## config.mk

```make
export PLATFORM = sky130hd
export DESIGN_NAME = clr_walker
export DESIGN_NICKNAME = d
export VERILOG_FILES = /design/src/hw/rtl/clr_pkg.sv /design/src/hw/rtl/clr_walker.sv
export SDC_FILE = /design/constraint.sdc
export NUM_CORES = 1
export LEC_CHECK = 0
export BUFFER_PORTS_ARGS = -buffer_cell sky130_fd_sc_hd__buf_2
export CAP_MARGIN = 20
export CORE_MARGIN = 2
export CORE_UTILIZATION = 59
export DETAILED_ROUTE_END_ITERATION = 6
export PLACE_DENSITY = 0.91
export SYNTH_ARGS = -nofsm -noshare
export SYNTH_HDL_FRONTEND = slang
export SYNTH_SLANG_ARGS = --single-unit
```

## constraint.sdc

```tcl
create_clock -name clk -period 12.6 [get_ports clk]
set_input_delay 2.52 -clock clk [delete_from_list [all_inputs] [get_ports clk]]
set_output_delay 2.52 -clock clk [all_outputs]
set_load 0.005 [all_outputs]
```

## src/hw/rtl/clr_pkg.sv

```systemverilog
package clr_pkg;

  // Widest cell index over the full parameter range (128 x 128 cells).
  localparam int MAX_AW = 14;

  // Bresenham error term: holds values between about -510 and +510.
  localparam int ERR_W = 12;

  // One plotted point travelling from the line walker to the frame store.
  typedef struct packed {
    logic              valid;
    logic              wr;
    logic              last;
    logic [MAX_AW-1:0] addr;
    logic [7:0]        glyph;
  } plot_t;

  // True when a signed point lies inside a cols x rows frame.
  function automatic logic in_frame(logic signed [7:0] x, logic signed [7:0] y,
                                    logic [7:0] cols, logic [7:0] rows);
    return !x[7] && !y[7] && ({1'b0, x[6:0]} < cols) && ({1'b0, y[6:0]} < rows);
  endfunction

  // Row-major cell index of an in-frame point.
  function automatic logic [MAX_AW-1:0] cell_index(logic [6:0] col, logic [6:0] row,
                                                   logic [7:0] cols);
    return MAX_AW'(row) * MAX_AW'(cols) + MAX_AW'(col);
  endfunction

endpackage

```

## src/hw/rtl/clr_walker.sv

```systemverilog
module clr_walker import clr_pkg::*; #(
  parameter int COLS = 64,
  parameter int ROWS = 32
) (
  input  logic              clk,
  input  logic              rst,
  input  logic              start,
  input  logic signed [7:0] x_start,
  input  logic signed [7:0] y_start,
  input  logic signed [7:0] x_end,
  input  logic signed [7:0] y_end,
  input  logic [7:0]        glyph,
  output plot_t             plot
);

  logic                    swap;
  logic signed [7:0]       xa, ya, xb, yb;
  logic signed [8:0]       dyv;
  logic [7:0]              adx, ady;
  logic                    shallow;
  logic                    low_b;
  logic signed [7:0]       sx, sy, ox;
  logic signed [7:0]       m_init, n_init;
  logic [7:0]              dmaj, dmin;
  logic                    up_init;

  logic                    busy;
  logic                    steep;
  logic signed [7:0]       m, n;
  logic [7:0]              cnt;
  logic signed [ERR_W-1:0] err;
  logic signed [ERR_W-1:0] inc_pos, inc_neg;
  logic                    up;
  logic [7:0]              glyph_r;
  logic signed [7:0]       px, py;

  // Order the endpoints by x and pick the major axis.
  always_comb begin
    swap    = x_start > x_end;
    xa      = swap ? x_end   : x_start;
    ya      = swap ? y_end   : y_start;
    xb      = swap ? x_start : x_end;
    yb      = swap ? y_start : y_end;
    adx     = 8'({xb[7], xb} - {xa[7], xa});
    dyv     = {yb[7], yb} - {ya[7], ya};
    ady     = dyv[8] ? 8'(-dyv) : dyv[7:0];
    shallow = ady < adx;
    // Steep lines walk upward from the endpoint with the lower row.
    low_b   = ya > yb;
    sx      = low_b ? xb : xa;
    sy      = low_b ? yb : ya;
    ox      = low_b ? xa : xb;
    m_init  = shallow ? xa  : sy;
    n_init  = shallow ? ya  : sx;
    dmaj    = shallow ? adx : ady;
    dmin    = shallow ? ady : adx;
    up_init = shallow ? (yb > ya) : (ox > sx);
  end

  // Step the walk one point per cycle.
  always_ff @(posedge clk) begin
    if (rst) begin
      busy <= 1'b0;
    end else if (start) begin
      busy    <= 1'b1;
      steep   <= !shallow;
      m       <= m_init;
      n       <= n_init;
      cnt     <= dmaj;
      up      <= up_init;
      glyph_r <= glyph;
      err     <= $signed({3'b0, dmin, 1'b0}) - $signed({4'b0, dmaj});
      inc_pos <= $signed({3'b0, dmin, 1'b0});
      inc_neg <= $signed({3'b0, dmin, 1'b0}) - $signed({3'b0, dmaj, 1'b0});
    end else if (busy) begin
      m   <= m + 8'sd1;
      cnt <= cnt - 8'd1;
      if (err > 0) begin
        n   <= up ? n + 8'sd1 : n - 8'sd1;
        err <= err + inc_neg;
      end else begin
        err <= err + inc_pos;
      end
      if (cnt == 8'd0) begin
        busy <= 1'b0;
      end
    end
  end

  assign px = steep ? n : m;
  assign py = steep ? m : n;

  // Register the current point toward the store; off-frame points are not written.
  always_ff @(posedge clk) begin
    if (rst) begin
      plot <= '0;
    end else begin
      plot.valid <= busy;
      plot.wr    <= busy && in_frame(px, py, 8'(COLS), 8'(ROWS));
      plot.last  <= busy && (cnt == 8'd0);
      plot.addr  <= cell_index(px[6:0], py[6:0], 8'(COLS));
      plot.glyph <= glyph_r;
    end
  end

  // A new line never starts on top of one still being walked.
  a_start_idle: assert property (@(posedge clk) disable iff (rst) start |-> !busy)
    else $error("line start while walker busy");

  // Points of one line come out in consecutive cycles.
  a_contiguous: assert property (@(posedge clk) disable iff (rst)
    plot.valid && !plot.last |=> plot.valid)
    else $error("gap inside a line walk");

endmodule

```

# After elaboration in Yosys (flattened, before gate mapping)
# Index checks and enable logic that the tools add are counted.
# classes
add_sub_neg,12
n_reduce_logical,14
n_bitwise,1
mux,29
magnitude_cmp,8
# op_table
op,n
8-bit two-way mux,22
12-bit two-way mux,3
8-bit > comparator,4
"8-bit by 2-bit adder with 8-bit output, second input constant",2
13-bit by 7-bit adder with 14-bit output,1
12-bit by 10-bit adder with 12-bit output,1
12-bit adder,1
"12-bit by 1-bit > comparator with 1-bit output, second input constant",1
9-bit by 8-bit subtractor with 10-bit output,1
9-bit by 9-bit subtractor with 10-bit output,1
8-bit by 8-bit subtractor with 9-bit output,1
8-bit logical NOT,1
8-bit < comparator,1
8-bit negator,1
"8-bit by 1-bit subtractor with 8-bit output, second input constant",1
"8-bit by 2-bit subtractor with 8-bit output, second input constant",1
8-bit subtractor,1
"7-bit by 6-bit < comparator with 1-bit output, second input constant",1
"7-bit < comparator, second input constant",1
1-bit logical AND,5
1-bit two-way mux,4
2-bit AND reduction,2
2-bit nonzero test,2
1-bit logical NOT,3
2 further kinds,2
# word_totals
in_bits,43
out_inout_bits,25
reg_bits,92

# Longest topological paths before layout
# logic_depth
depth_word,9
ltp_mapped,48
ltp_nobuf,41

# Least setup slack after synthesis
# OpenSTA, ideal clock, no wires.
# synth_path
path_type,input-to-reg
from,in x_end[5]
to,"reg err[8], data pin"
path_stages,46
setup_ns,0.270
setup_slack_ns,1.794
arrival_ns,10.536
path_cell_list,inv_1 ha_1 buf_4 and2_4 a311oi_2 o22ai_2 nor2_4 buf_2 buf_1 o22ai_1 inv_1 ha_1 inv_1 a41oi_1 o21a_1 a32oi_1 a211o_1 and2_1 [... 10 more ...] a211o_1 a31o_1 buf_4 clkbuf_1 clkbuf_1 clkbuf_1 o21ai_0 ha_1 nor2b_1 o21ai_0 nand2_1 and2_1 o21ai_0 nand2b_1 a21o_1 a21oi_1 xnor2_1 a21oi_1
# synth_via
elab_chain_len,9
# synth_rtl
element,line,source
start: declaration,clr_walker.sv:10,"input logic signed [7:0] x_end,"
8-bit > comparator,clr_walker.sv:39,swap = x_start > x_end;
"8-bit two-way mux, on equally long branches","clr_walker.sv:43, clr_walker.sv:41",
8-bit by 8-bit subtractor with 9-bit output,clr_walker.sv:45,"dyv = {yb[7], yb} - {ya[7], ya};"
8-bit negator,clr_walker.sv:46,ady = dyv[8] ? 8'(-dyv) : dyv[7:0];
8-bit two-way mux,clr_walker.sv:46,
8-bit < comparator,clr_walker.sv:47,shallow = ady < adx;
8-bit two-way mux (*),clr_walker.sv:56,dmin = shallow ? ady : adx;
named net dmin[1],clr_walker.sv:24,"logic [7:0] dmaj, dmin;"
9-bit by 8-bit subtractor with 10-bit output (*),clr_walker.sv:72,"err <= $signed({3'b0, dmin, 1'b0}) - $signed({4'b0, dmaj});"
12-bit two-way mux (*),clr_walker.sv:64,end else if (start) begin
end signal: assignment,clr_walker.sv:72,
end signal: assignment,clr_walker.sv:80,err <= err + inc_neg;
end signal: assignment,clr_walker.sv:82,err <= err + inc_pos;
end: declaration,clr_walker.sv:31,logic signed [ERR_W-1:0] err;
# Mark *: on every way through the listed nets, which the timed path passes. The rest lies on a longest branch.
# A chain may end at the register's enable or synchronous reset.

# Worst setup path in the final report
# Ends and elaborated chain as after synthesis.

==> flow_summary_export.csv <==
group,metric,value,unit
floorplan,ios,68,
cells_and_area,layout-drive-gt1-share,15.9,%
logic_synthesis,synth_ff_type,"edfxtp_1",
global_routing,overflow,0,
timing,setup_slack,1.78,ns
logic_synthesis,synth_xor_area_share,7.39,%
worst_setup_path,r2r-start,"err[2]$_DFFE_PP_",
min_path,min_path_cells,1,
floorplan,initial_core_util,60.7,%
global_routing,grt_pass1_wl,28900,um
logic_synthesis,synth_top_area_share,25.8,%
detailed_routing,num_vias,6454,
logic_synthesis,yosys.area_share.simple,18.8,%
cells_and_area,fin_nets,977,
worst_setup_path,r2r_slack,8.67,ns
floorplan,die_h,115,um
placement,gp_congestion,0.993,
worst_setup_path,crit_top_cell,"o21ai_0",
worst_setup_path,crit_required,12.68,ns
logic_synthesis,synth_edf_count,63,
power,p_int,0.00109,W
logic_synthesis,synth-compound-area-share,19.8,%
worst_setup_path,worstRegToRegCells,17,
detailed_routing,ant_nets,0,
min_path,min_to,"plot[2]$_SDFF_PP0_",
logic_synthesis,synth_most_common_cell,"nor2_1",
job,drv_cap,0,
timing,worst_pin_slew,1.05,ns
cts,cts_tree,"done",
timing,post-route-period-util,85.8,%
cts,h-tree-depth,3,
timing,fin_crit,10.82,ns
cts,numCtsBuffers,9,
logic_synthesis,synthMuxAreaShare,7.21,%
detailed_routing,drc,0,
global_routing,antenna_found_initial,0,
cts,postCtsSetupRepairBufs,0,
cts,ctsResizeCount,0,
floorplan,die_area,13300,um2
worst_setup_path,cp.arrival,10.89,ns
power,combPwrFrac,60.5,%
logic_synthesis,synthAdderAreaFrac,9.56,%
global_routing,first_global_vias,6070,
worst_setup_path,worstSetupPathType,"input port to register",
timing,slew_viol_final,0,
logic_synthesis,ys_ff_latch,89,
cts,cts_hold_buf,0,
timing,timing.fmax,92.5,MHz
timing,hold_viol_final,0,
detailed_routing,post_drt_wl_per_cell,16.7,um
cts,clockBufferDepth,2,
cts,clk_latency,0.35,ns
placement,hpwlAfterDp,13000,um
logic_synthesis,avgSynthCellArea,8.79,um2
cts,cts_sinks,89,
cells_and_area,final_util,67.1,%
logic_synthesis,syn_inst,834,
worst_setup_path,critPathMaxFanout,35,
worst_setup_path,start_kind,"input port",
logic_synthesis,yosysSeqAreaShare,32.9,%
logic_synthesis,async_flop_share,0,%
timing,slew_headroom,30.1,%
floorplan,fp.dieW,115,um
cts,cts_root_buf,"clkbuf_16",
worst_setup_path,crit_path_top_delay_cell,"a31o_2",
cells_and_area,final_cells,1056,
worst_setup_path,critical_path.max_stage_delay,0.57,ns
worst_setup_path,r2r_end,"err[11]$_DFFE_PP_",
logic_synthesis,synth_common_cells,"79 x nor2_1, 71 x nand2_1, 63 x edfxtp_1, 58 x a21oi_1, 51 x o21ai_0",
timing,timing.hold.ws,0.462,ns
logic_synthesis,synth_area,7330,um2
cells_and_area,syn_to_final_growth,10.4,%
power,p_sw,0.000822,W
logic_synthesis,syn-num-nets,928,
detailed_routing,dr.pass1.iters,5,
logic_synthesis,yosys_warnings,0,
power,clkPwrFrac,13.9,%
min_path,hp-start,"glyph_r[2]$_DFFE_PP_",
detailed_routing,vias_per_cell,6.11,
floorplan,num_rows,40,
logic_synthesis,yosysTopAreaCell,"edfxtp_1",
logic_synthesis,ys_top_cells_by_area,"edfxtp_1 26%, ha_1 8.2%, dfxtp_1 7.1%, xnor2_1 4.5%, nor2_1 4.0%",
timing,finalSetupViolCount,0,
placement,portBuffers,67,
floorplan,coreArea,12100,um2
timing,rsz0062_at_grt,"false",
logic_synthesis,synth.distinct_cells,81,
placement,dp_slack,1.63,ns
power,p_leak,3.42,nW
power,peakVddDrop,0.000127,V
global_routing,grt_max_degree,66,
cts,clk_pin_slew,0.07,ns
worst_setup_path,end_kind,"register",
detailed_routing,first_iter_violations,588,
min_path,timing.hold.worst.class,"register to register",
detailed_routing,drt_wl_total,17700,um
cells_and_area,antenna_cells,0,
power,power_density,236,nW/um2
placement,dp.cells,1039,
timing,setup_tns,0,ns
logic_synthesis,synth_top_family_by_area,"compound AO/OA/AOI/OAI gates",
run_status,status,"finished clean",
power,swShare,42.9,%
timing,finalClockSkew,0.00587,ns
global_routing,grtUsageTotal,27.4,%
power,seqPwrFrac,25.7,%
==> through the flow <==
stage | total power, W | instance area, um2
global route | 0.00207 | 8090
finish | 0.00191 | 8090
floorplan | 0.00137 | 7330
detailed placement | 0.00161 | 7770
global placement | 0.00157 | 7770
CTS | 0.00190 | 8060
==> flip-flops by register name, indices dropped and copies added, names as in the netlist <==
register / cells
err: 12
inc_pos: 8
cnt: 8
up: 1
glyph_r: 8
steep: 1
plot: 25
m: 8
n: 8
inc_neg: 9
busy: 1
==> worst max-delay path, delay by kind of cell <==
kind                       cells  cell delay, ns
AOI/OAI and AO/OA             20            4.18
and+or+nand+nor               11            1.53
adders and majority gates      4            1.33
buffers and inverters          5            0.74
muxes                          1            0.44
xor gates and xnor gates       1            0.13
==> metal layers <==
layer | wire length, um | share of wire [%] | up-vias | global-route usage, %
met4 | 590 | 3.3 | 0 | 12.1
li1 | - | - | 3110 | -
met1 | 7600 | 43 | 3008 | 36.6
met5 | 0 | 0 | - | 0
met2 | 8150 | 46 | 288 | 44.0
met3 | 1340 | 7.6 | 48 | 4.39
==> cells in the final DEF, fill, tap and decap left out, types with 8 or more instances in the layout <==
cell,synthesis,routed
nand2b_1,20,20
mux2i_1,24,24
mux2_2,23,23
a21oi_1,58,58
nor2_1,79,79
edfxtp_1,63,63
dfxtp_1,26,26
nor3_1,11,11
and2_1,11,11
a21o_1,11,11
xor2_1,22,22
and3_1,11,11
clkbuf_16,0,10
o211ai_1,16,16
xnor2_1,38,38
inv_1,47,47
or2_2,8,8
nand3_1,19,19
o21bai_1,12,12
buf_2,2,67
o21ai_0,51,51
nor2b_1,26,26
ha_1,48,48
nand2_1,71,71
==> cell type report <==
type	instances	area (um2)
clock buffers	10	250
clock inverters	6	46.3
fillers	941	3970
inverters	47	176
multi-input cells	663	4600
flip-flops and latches	89	2410
well taps	168	210
repair buffers	73	400
==> cell families (layout without fill, tap and decap cells) <==
group / Yosys count / after routing
AO/OA/AOI/OAI: 217 / 217
XOR/XNOR: 61 / 61
adder cells (fa/ha/maj): 55 / 55
buffers and inverters: 82 / 136
flip-flops: 89 / 89
multiplexers: 49 / 49
AND/OR/NAND/NOR: 281 / 281
==> power groups by stage <==
stage / Sequential (W) / Combinational (W) / Clock [W]
finish: 0.000491 / 0.00116 / 0.000265
global route: 0.000500 / 0.00129 / 0.000279
CTS: 0.000491 / 0.00114 / 0.000266
detailed placement: 0.000495 / 0.00112 / 0
global placement: 0.000493 / 0.00107 / 0
floorplan: 0.000480 / 0.000892 / 0
==> worst max-delay path by stage <==
stage,from,end,slack [ns],cells past startpoint
after floorplan,x_end[5],err[8]$_DFFE_PP_,1.79,46
after global placement,x_end[5],err[8]$_DFFE_PP_,1.91,42
after detailed placement,x_end[5],err[8]$_DFFE_PP_,1.63,42
after CTS,x_end[5],err[8]$_DFFE_PP_,1.93,42
after global routing,x_end[5],err[8]$_DFFE_PP_,1.14,42
final,x_end[5],err[8]$_DFFE_PP_,1.78,42
(Power assumes the default switching activity.)
